===== config.mk =====
export PLATFORM = sky130hd
export DESIGN_NAME = pnscd_ctrl
export DESIGN_NICKNAME = d
export VERILOG_FILES = /design/src/design/pnscd_pkg.sv /design/src/design/pnscd_ctrl.sv
export SDC_FILE = /design/constraint.sdc
export NUM_CORES = 1
export LEC_CHECK = 0
export BUFFER_PORTS_ARGS = -buffer_cell sky130_fd_sc_hd__buf_2
export CORE_UTILIZATION = 30
export CTS_BUF_LIST = sky130_fd_sc_hd__clkbuf_4 sky130_fd_sc_hd__clkbuf_8
export CTS_CLUSTER_SIZE = 16
export DETAILED_ROUTE_END_ITERATION = 16
export PLACE_DENSITY = 0.49
export SLEW_MARGIN = 20
export SYNTH_ARGS = -nofsm -noshare
export SYNTH_HDL_FRONTEND = slang
export SYNTH_SLANG_ARGS = --single-unit

===== constraint.sdc =====
create_clock -name clk -period 1.85 [get_ports clk]
set_clock_uncertainty 0.2 [all_clocks]
set_input_delay 0.0925 -clock clk [delete_from_list [all_inputs] [get_ports clk]]
set_output_delay 0.0925 -clock clk [all_outputs]
set_load 0.005 [all_outputs]

===== src/design/pnscd_pkg.sv =====
// shared types and constants for the poisson nmf coordinate descent weight solver
// no dependencies
package pnscd_pkg;

  localparam int unsigned WORD_W = 32;
  localparam logic [31:0] ALL_ONES = 32'hFFFF_FFFF;

  // store sizes, fixed by the 8 bit row and 4 bit column fields
  localparam int MAX_ROWS = 256;
  localparam int MAX_COLS = 16;

  typedef enum logic [1:0] {
    ACT_LOAD_ENTRY  = 2'd0,
    ACT_LOAD_ROW_W  = 2'd1,
    ACT_LOAD_COL    = 2'd2,
    ACT_RUN         = 2'd3
  } action_t;

  typedef enum logic [2:0] {
    CFG_PASS_COUNT  = 3'd0,
    CFG_EPSILON     = 3'd1,
    CFG_ROWS        = 3'd2,
    CFG_COLS        = 3'd3,
    CFG_GIVEN_SUM   = 3'd4
  } cfg_index_t;

  typedef enum logic [3:0] {
    ST_IDLE,
    ST_FIT,
    ST_FIT_STORE,
    ST_SCAN,
    ST_GRAD,
    ST_DIV_X,
    ST_UPDATE,
    ST_NEXT_COL,
    ST_EMIT
  } state_t;

  // per-phase operations the controller asks of the datapath
  typedef enum logic [2:0] {
    OP_NONE,
    OP_FIT,
    OP_SCAN,
    OP_GRAD,
    OP_DIVX,
    OP_UPD,
    OP_EMIT
  } op_t;

  // controller to datapath
  typedef struct packed {
    op_t  op;
    logic first;    // first row step of a phase (clears accumulators)
    logic step;     // advance one row / column step
  } cmd_t;

  // datapath to controller
  typedef struct packed {
    logic phase_done;
  } stat_t;

  // saturate a 64 bit value to 32 bits
  function automatic logic [31:0] sat32(input logic [63:0] v);
    sat32 = (v[63:32] != 32'd0) ? ALL_ONES : v[31:0];
  endfunction

endpackage


===== src/design/pnscd_ctrl.sv =====
// controller state machine sequencing fit, passes, column steps and result output
// depends on pnscd_pkg
module pnscd_ctrl (
  input  logic              clk,
  input  logic              rst,
  input  logic              run,
  input  logic [7:0]        pass_count,
  input  pnscd_pkg::stat_t  stat,
  output pnscd_pkg::cmd_t   cmd,
  output logic              busy
);
  pnscd_pkg::state_t state, state_next;
  logic [7:0] pass_left, pass_left_next;
  logic       entered, entered_next;

  // state register
  always_ff @(posedge clk) begin
    if (rst) begin
      state <= pnscd_pkg::ST_IDLE;
      pass_left <= '0;
      entered <= 1'b0;
    end else begin
      state <= state_next;
      pass_left <= pass_left_next;
      entered <= entered_next;
    end
  end

  // next state
  always_comb begin
    state_next = state;
    pass_left_next = pass_left;
    entered_next = 1'b1;
    case (state)
      pnscd_pkg::ST_IDLE: begin
        entered_next = 1'b0;
        if (run) begin
          state_next = pnscd_pkg::ST_FIT;
          pass_left_next = pass_count;
        end
      end
      pnscd_pkg::ST_FIT: if (entered && stat.phase_done) begin
        entered_next = 1'b0;
        state_next = (pass_left == 8'd0) ? pnscd_pkg::ST_EMIT : pnscd_pkg::ST_SCAN;
      end
      pnscd_pkg::ST_SCAN: if (entered && stat.phase_done) begin
        entered_next = 1'b0;
        state_next = pnscd_pkg::ST_GRAD;
      end
      pnscd_pkg::ST_GRAD: if (entered && stat.phase_done) begin
        entered_next = 1'b0;
        state_next = pnscd_pkg::ST_UPDATE;
      end
      pnscd_pkg::ST_UPDATE: if (entered && stat.phase_done) begin
        entered_next = 1'b0;
        state_next = pnscd_pkg::ST_NEXT_COL;
      end
      pnscd_pkg::ST_NEXT_COL: begin
        entered_next = 1'b0;
        state_next = pnscd_pkg::ST_DIV_X;
      end
      pnscd_pkg::ST_DIV_X: begin
        // wait for the registered column advance to report wrap
        if (stat.phase_done) begin
          entered_next = 1'b0;
          pass_left_next = pass_left - 8'd1;
          state_next = (pass_left == 8'd1) ? pnscd_pkg::ST_EMIT : pnscd_pkg::ST_SCAN;
        end else if (entered) begin
          entered_next = 1'b0;
          state_next = pnscd_pkg::ST_SCAN;
        end
      end
      pnscd_pkg::ST_EMIT: if (entered && stat.phase_done) begin
        entered_next = 1'b0;
        state_next = pnscd_pkg::ST_IDLE;
      end
      default: state_next = pnscd_pkg::ST_IDLE;
    endcase
  end

  // outputs
  always_comb begin
    cmd = '0;
    busy = (state != pnscd_pkg::ST_IDLE);
    cmd.first = !entered;
    case (state)
      pnscd_pkg::ST_IDLE: cmd.first = 1'b0;
      pnscd_pkg::ST_FIT: cmd.op = pnscd_pkg::OP_FIT;
      pnscd_pkg::ST_SCAN: begin
        cmd.op = pnscd_pkg::OP_SCAN;
        cmd.first = 1'b0;
      end
      pnscd_pkg::ST_GRAD: begin
        cmd.op = pnscd_pkg::OP_GRAD;
        cmd.first = 1'b0;
      end
      pnscd_pkg::ST_UPDATE: cmd.op = pnscd_pkg::OP_UPD;
      pnscd_pkg::ST_NEXT_COL: begin
        cmd.op = pnscd_pkg::OP_DIVX;
        cmd.first = 1'b0;
        cmd.step = 1'b1;
      end
      pnscd_pkg::ST_DIV_X: begin
        cmd.op = pnscd_pkg::OP_DIVX;
        cmd.first = 1'b0;
      end
      pnscd_pkg::ST_EMIT: begin
        cmd.op = pnscd_pkg::OP_EMIT;
        cmd.step = entered && !stat.phase_done;
      end
      default: ;
    endcase
  end
endmodule


==> impl_metrics.toml, run 1 <==
[outcome]
status = "complete, but fails checks"
violations = "setup timing"

[logic_synthesis]
yosys_warnings = 0
async_flop_share_pct = 0
syn_inst = 146
synth-seq-cells = 13
synth_edf_count = 0
synthesis.area_sq_um = 1050
ys_seq_area_share_pct = 24.7
synth_cell_types = 45
synth_area_leaders = "dfxtp_1 (25%), o21ai_0 (6.7%), a21oi_1 (6.2%), nor2_1 (4.6%), nand2b_1 (4.2%)"
synthesis.nets = 161
synth_top_cell_by_area = "dfxtp_1"
synth_ff_type = "dfxtp_1"
netlist.area_leader.share_pct = 24.7
syn_area_per_cell_sq_um = 7.21

[global_routing]
grt_overflow = 0
first_global_vias = 1077
busiest_layer = "met2"
gr-usage-met2_pct = 29.3
grt_pass1_wl_mm = 4.91
grtUsageTotal_pct = 17.9
grt_start_max_net_pins = 15
grt.met3_usage_pct = 1.89
antenna_found_initial = 0
grt_util_met1_pct = 23.9

[pwr]
power_per_cell_area_nw_per_um2 = 997
power.leakage_uw = 0.000567
ir_drop_uv = 484

[worst_setup_path]
r2r-end = "pass_left[7]$_SDFFE_PP0P_"
rrSetupSlack_ns = -0.15
crit_path_end_kind = "flop"
path_buf_inv = 0
cp_max_fo = 2
crit_required_ns = 1.85
arrival_ns = 2.00
crit_path_max_incr_delay_ns = 0.53
slowest_stage = "or4_4"
criticalPathCategory = "flop to flop"
reg2reg_depth = 4
critPathTopFamily = "simple AND/OR/NAND/NOR gates"
crit_chain = "or4_4 > or4_4 > o31a_1 > o32ai_2"
crit_top_cell = "or4_4"
cp-start-kind = "flop"
r2r_start = "pass_left[0]$_SDFFE_PP0P_"

[place]
placed_cells = 216
dpl.hpwl_mm = 2.23
port_buffers = 17
place.gp.congestion = 0.782
dp_worst_setup_slack_ns = -0.137

[cells_and_area]
layout_commonest_cell = "buf_4"
final_util_pct = 42.7
final_cell_mix = "buf_4 (18), buf_2 (17), nor2_1 (13), o21ai_0 (13), a21oi_1 (12)"
area_growth_pct = 35.6
fin_nets = 197
fin_cells = 227
drive_gt1_share_pct = 30.9
insertedDiodeCount = 0

[sta]
fin_setup_tns_ns = -0.189
worst_slack_ns = -0.155
setup_viol = 2
finalHoldViolCount = 0
fmax_mhz = 499
hold_ws_ns = 0.0213
fin_crit_ns = 2.00
relSlewSlack_pct = 71.1
min_period_over_period_pct = 108
slew_violations = 0
rsz0062_at_grt = "yes"
worstMarginPinSlew_ns = 0.422

[route]
dr_total_vias = 1214
wl_per_cell_microns = 13.8
ant_nets = 0
first_iter_violations = 87
post_drt_via_cell_ratio = 5.35
routed_wl_mm = 3.13
drc = 0
dr.pass1.iters = 4

[run]
maxCapViolations = 0

[cts]
cts.sinks = 13
cts_root_buf = "clkbuf_4"
htreeDepth = 1
cts_tree = "built"
postCtsSetupRepairBufs = 0
cts_buffer_depth = 2
worstSkewPairLatency_ns = 0.28
numCtsBuffers = 3
clk_pin_slew_worst_paths_ns = 0.08

[hold_path]
hp-start = "pass_count[7]"
worstHoldPathCells = 4
hold_end = "pass_left[7]$_SDFFE_PP0P_"
hold_path.class = "primary input to flop"

[die]
die_y_microns = 61.2
core.rowCount = 21
core_region_area_sq_um = 3340
dieArea_sq_um = 3750
die_x_microns = 61.2
io_pins = 18
start_util_pct = 31.5
layer usage:
metal | vias up | wire length, microns
li1 | 609 | -
met1 | 574 | 1530
met2 | 27 | 1460
met3 | 4 | 87
met4 | 0 | 53
met5 | - | 0
report_power, final:
part	total, uW	internal (uW)	switching, uW	leakage, uW
combinational	816	397	419	0.000442
clock	201	98.4	103	0.0000184
sequential	406	342	64.0	0.000107
total	1420	837	586	0.000567
through the flow:
step | power, uW | area (sq um)
final | 1420 | 1430
after global placement | 1150 | 1290
after detailed placement | 1160 | 1290
after floorplan | 878 | 1060
after global routing | 1530 | 1430
after CTS | 1380 | 1400
registers in the layout, indices dropped and copies added (netlist names):
signal     count
entered        1
pass_left      8
state          4
tightest hold or removal path: stages:
cell	delay [ns]
buf_2	0.10
nand2_1	0.06
o31a_1	0.14
o32ai_2	0.07
cells in the mapped netlist (all sizes together), types with 2 or more instances:
cell type  instances
nand3              8
a211o              2
and2               3
o211ai             2
a21oi             13
o32ai              3
inv                5
nor3               4
nand2b             7
dfxtp             13
or4                2
xor2               2
nor2b              2
a22oi              2
ha                 3
a2111oi            2
nor3b              3
nand2             11
o21ai             14
nor2              13
or2                2
clkbuf            10
timing repair:
item,4_1_cts,5_1_grt
hold buffers,6,0
resized for setup,4,6
endpoints found under the hold margin,7,0
pin swaps,0,1
endpoints found under the setup margin,7,10
gates cloned,0,1
cell type report:
cell class	instances	area (sq um)
Fill cell	369	1910
Multi-Input combinational cell	118	777
Clock buffer	4	30.0
Sequential cell	13	263
Tap cell	46	57.6
Timing Repair Buffer	41	280
Inverter	5	18.8
cell families (layout without fill, tap and decap cells):
kind of cell	after synthesis	after routing	synth area share, %
fa+ha+maj	3	3	3.57
xor+xnor	2	2	1.66
compound gates	49	50	30.7
simple gates	63	63	33.5
buf+inv	16	50	5.83
flops	13	13	24.7
worst max path at each step:
| stage | slack, ns | start | end | depth (start not counted) |
|---|---|---|---|---|
| after detailed placement | -0.14 | pass_left[0]$_SDFFE_PP0P_ | pass_left[7]$_SDFFE_PP0P_ | 4 |
| after CTS | -0.16 | pass_left[0]$_SDFFE_PP0P_ | pass_left[7]$_SDFFE_PP0P_ | 4 |
| after floorplan | -0.14 | pass_left[0]$_SDFFE_PP0P_ | pass_left[7]$_SDFFE_PP0P_ | 4 |
| after global routing | -0.19 | pass_left[0]$_SDFFE_PP0P_ | pass_left[7]$_SDFFE_PP0P_ | 4 |
| after global placement | -0.11 | pass_left[0]$_SDFFE_PP0P_ | pass_left[7]$_SDFFE_PP0P_ | 4 |
| final | -0.15 | pass_left[0]$_SDFFE_PP0P_ | pass_left[7]$_SDFFE_PP0P_ | 4 |
No activity file was read; power rests on OpenSTA's default activity.
==> run 2: changes to the inputs <==
Settings changed: CORE_MARGIN from default to 2.
==> impl_metrics.toml, run 2 (synthesis results as in run 1) <==
[outcome]
status = "complete, but fails checks"
violations = "setup timing"

[cts]
worstSkewPairLatency_ns = 0.28
cts_root_buf = "clkbuf_4"
cts_tree = "built"
cts.sinks = 13
numCtsBuffers = 3
clk_pin_slew_worst_paths_ns = 0.09
cts_buffer_depth = 2
htreeDepth = 1

[route]
dr.pass1.iters = 4
routed_wl_mm = 2.89
ant_nets = 0
first_iter_violations = 38
wl_per_cell_microns = 12.8
dr_total_vias = 1173
drc = 0
post_drt_via_cell_ratio = 5.19

[die]
start_util_pct = 31.3
core.rowCount = 21
die_y_microns = 63.2
dieArea_sq_um = 4000
io_pins = 18
die_x_microns = 63.2
core_region_area_sq_um = 3360

[worst_setup_path]
path_buf_inv = 0
criticalPathCategory = "flop to flop"
cp_max_fo = 2
slowest_stage = "or4_4"
crit_path_max_incr_delay_ns = 0.53
crit_path_end_kind = "flop"
cp-start-kind = "flop"
arrival_ns = 1.98
crit_top_cell = "or4_4"
critPathTopFamily = "simple AND/OR/NAND/NOR gates"
crit_required_ns = 1.85
crit_chain = "or4_4 > or4_4 > o31a_1 > o32ai_2"

[place]
place.gp.congestion = 0.817
dpl.hpwl_mm = 2.09
port_buffers = 17

[sta]
hold_ws_ns = 0.0196
slew_violations = 0
min_period_over_period_pct = 107
fmax_mhz = 506
fin_crit_ns = 1.98
fin_setup_tns_ns = -0.129
finalHoldViolCount = 0
relSlewSlack_pct = 75.2
rsz0062_at_grt = "yes"
worstMarginPinSlew_ns = 0.363
setup_viol = 2
worst_slack_ns = -0.126

[global_routing]
grt_pass1_wl_mm = 5.04
grtUsageTotal_pct = 15.5
grt_overflow = 0
antenna_found_initial = 0
first_global_vias = 1135
grt_start_max_net_pins = 15

[pwr]
power.total_uw = 1380
power.leakage_uw = 0.000565
power_per_cell_area_nw_per_um2 = 968
ir_drop_uv = 344

[cells_and_area]
largest_reg_flops = 8
final_cell_mix = "buf_2 (17), buf_4 (17), a21oi_1 (13), nor2_1 (13), o21ai_0 (12)"
insertedDiodeCount = 0
drive_gt1_share_pct = 30.6
largestRegisters = "pass_left: 8 flops, state: 4 flops, entered: 1 flops"
area_growth_pct = 35.2
fin_nets = 196
regMostFlops = "pass_left"

[hold_path]
hold_path.class = "primary input to flop"

[run]
maxCapViolations = 0
run 2: changes by cell type in the layout (fill, tap and decap cells not counted), sizes merged:
cell | previous run | this run
a211o | 3 | 2
run 2: path summary, 6_finish.rpt:
check | slack [ns] | endpoint | startpoint | depth (start not counted)
worst max-delay path | -0.13 | pass_left[7]$_SDFFE_PP0P_ | pass_left[0]$_SDFFE_PP0P_ | 4
worst min-delay path | 0.02 | state[0]$_SDFFE_PP0P_ | run | 4
worst max register to register | -0.13 | pass_left[7]$_SDFFE_PP0P_ | pass_left[0]$_SDFFE_PP0P_ | 4
worst min register to register | 0.33 | pass_left[7]$_SDFFE_PP0P_ | pass_left[7]$_SDFFE_PP0P_ | 2
run 2: final cells by class:
cell class	instances	area, sq um
repair buffers	41	284
fillers	361	1940
well taps	46	57.6
flip-flops and latches	13	265
multi-input cells	117	767
inverters	5	18.8
clock buffers	4	30.0
run 2: metrics by stage:
stage / cells / cell area [sq um] / util, % / setup WS [ns]
global route: 226 / 1420 / 42.3 / -0.196
detailed placement: 215 / 1280 / 38.2 / -0.125
finish: 226 / 1420 / 42.3 / -0.126
CTS: 225 / 1390 / 41.3 / -0.143
floorplan: 146 / 1060 / - / -0.136
global placement: 215 / 1280 / 38.2 / -0.109
run 2: timing repair:
action,CTS,global route
hold endpoints to repair,7,0
setup endpoints to repair,3,8
buffers inserted,0,1
resized for setup,4,9
hold buffers,6,0
pin swaps,0,2
run 2: worst min-delay path, cell delays in order:
cell,delay [ns]
buf_2,0.10
o21ai_0,0.08
nand3_1,0.08
a31o_2,0.13
run 2: per-layer routing:
metal / up-vias / share of wire, % / wire (microns) / GRT usage (%)
met1: 552 / 46 / 1340 / 20.6
met3: 0 / 2.9 / 84 / 3.93
li1: 605 / - / - / -
met2: 16 / 51 / 1470 / 26.3
met5: - / 0 / 0 / 0
met4: 0 / 0 / 0 / 1.63
run 2: report_power, final:
group          internal (uW)  switching (uW)  total (uW)
clock network           98.3            95.6         194
registers                341            69.5         410
logic                    381             391         773
==> run 3: changes to the inputs <==
Settings changed: BUFFER_PORTS_ARGS -buffer_cell sky130_fd_sc_hd__buf_2 to default, DONT_BUFFER_PORTS from default to 1, PLACE_DENSITY 0.49 to 0.44.
==> impl_metrics.toml, run 3 (synthesis results as in run 1) <==
[run]
maxCapViolations = 0

[die]
dieArea_sq_um = 4000
start_util_pct = 31.3
die_x_microns = 63.2
die_y_microns = 63.2
core_region_area_sq_um = 3360
core.rowCount = 21
io_pins = 18

[cells_and_area]
layout_commonest_cell = "buf_4"
drive_gt1_share_pct = 23.4
fin_cells = 204
final_util_pct = 38.7
fin_nets = 174
finalInstanceArea_sq_um = 1300
final_cell_mix = "buf_4 (16), o21ai_0 (14), a21oi_1 (13), nor2_1 (13)"
regMostFlops = "pass_left"
area_growth_pct = 23.5
fill_cells = 380
largestRegisters = "pass_left: 8 flops, state: 4 flops, entered: 1 flops"
largest_reg_flops = 8
insertedDiodeCount = 0

[place]
dpl.hpwl_mm = 2.06
port_buffers = 0
placed_area_sq_um = 1180
dp_worst_setup_slack_ns = -0.144
placed_cells = 196
place.gp.congestion = 0.792

[cts]
worstSkewPairLatency_ns = 0.30
cts_tree = "built"
clk_pin_slew_worst_paths_ns = 0.09
cts.sinks = 13
cts_root_buf = "clkbuf_4"
htreeDepth = 1
cts_buffer_depth = 2
postCtsHoldBufs = 2
numCtsBuffers = 3

[route]
dr.pass1.iters = 4
dr_total_vias = 1126
post_drt_via_cell_ratio = 5.52
ant_nets = 0
routed_wl_mm = 2.93
drc = 0
wl_per_cell_microns = 14.3
first_iter_violations = 32

[worst_setup_path]
cp-start-kind = "flop"
crit_required_ns = 1.86
cp_max_fo = 2
criticalPathCategory = "flop to flop"
arrival_ns = 2.03
crit_path_end_kind = "flop"

[pwr]
power.leakage_uw = 0.000483
power_per_cell_area_nw_per_um2 = 1030
ir_drop_uv = 332

[sta]
rsz0062_at_grt = "yes"
fmax_mhz = 496
fin_crit_ns = 2.01
setup_viol = 1
finalHoldViolCount = 11
worst_slack_ns = -0.165
slew_violations = 0
hold_ws_ns = -0.347
relSlewSlack_pct = 75.6
min_period_over_period_pct = 109
worstMarginPinSlew_ns = 0.357

[global_routing]
grt_start_max_net_pins = 19
first_global_vias = 1036
grt_overflow = 0
antenna_found_initial = 0
grt_pass1_wl_mm = 5.00
grtUsageTotal_pct = 15.8

[outcome]
status = "complete, but fails checks"
violations = "hold timing, setup timing"

[hold_path]
hold_path.class = "primary input to flop"
## run 3: per-layer routing
layer | vias up | GRT usage (%) | part of all wire, %
met5 | - | 0 | 0
met4 | 0 | 6.52 | 1.8
met3 | 5 | 2.86 | 4.1
met2 | 30 | 24.2 | 45
met1 | 532 | 21.7 | 49
li1 | 559 | - | -
## run 3: worst paths after layout
check,cells past startpoint,start,slack (ns),end
hold / removal,1,rst,-0.35,pass_left[0]$_SDFFE_PP0P_
hold reg to reg,2,pass_left[4]$_SDFFE_PP0P_,0.33,pass_left[4]$_SDFFE_PP0P_
setup reg to reg,4,pass_left[0]$_SDFFE_PP0P_,-0.16,pass_left[7]$_SDFFE_PP0P_
setup / recovery,4,pass_left[0]$_SDFFE_PP0P_,-0.16,pass_left[7]$_SDFFE_PP0P_
## run 3: repair_timing
action / in CTS / in global routing
setup buffers: 0 / 2
endpoints found under the hold margin: 13 / 11
gates resized for setup: 2 / 11
pin swaps: 0 / 2
cloned: 0 / 0
setup endpoints to repair: 3 / 10
## run 3: worst max-delay path: stages, from the launching register on
cell and delay [ns]:
dfxtp_2 0.33, or4_4 0.53, or4_4 0.43, o31a_1 0.26
o32ai_2 0.19
## run 3: layout make-up
| class | instances | area, sq um | area share [%] |
|---|---|---|---|
| clock buffer | 3 | 22.5 | 1.73 |
| inverter | 5 | 18.8 | 1.44 |
| timing repair buffer | 19 | 154 | 11.8 |
| tap | 46 | 57.6 | 4.43 |
| clock inverter | 1 | 5.00 | 0.385 |
| sequential | 13 | 265 | 20.4 |
| multi-input combinational | 117 | 777 | 59.8 |
## run 3: stage by stage
stage / setup TNS (ns) / total power, uW
after detailed placement: -0.158 / 1090
after CTS: -0.170 / 1290
final: -0.165 / 1340
after global routing: -0.234 / 1460
after global placement: -0.109 / 1080
after floorplan: -0.136 / 878
## run 3: report_power, final
group / total [uW] / leakage, uW / switching [uW] / internal, uW
combinational: 741 / 0.000358 / 387 / 354
clock: 194 / 0.0000177 / 113 / 80.7
sequential: 404 / 0.000108 / 64.4 / 339
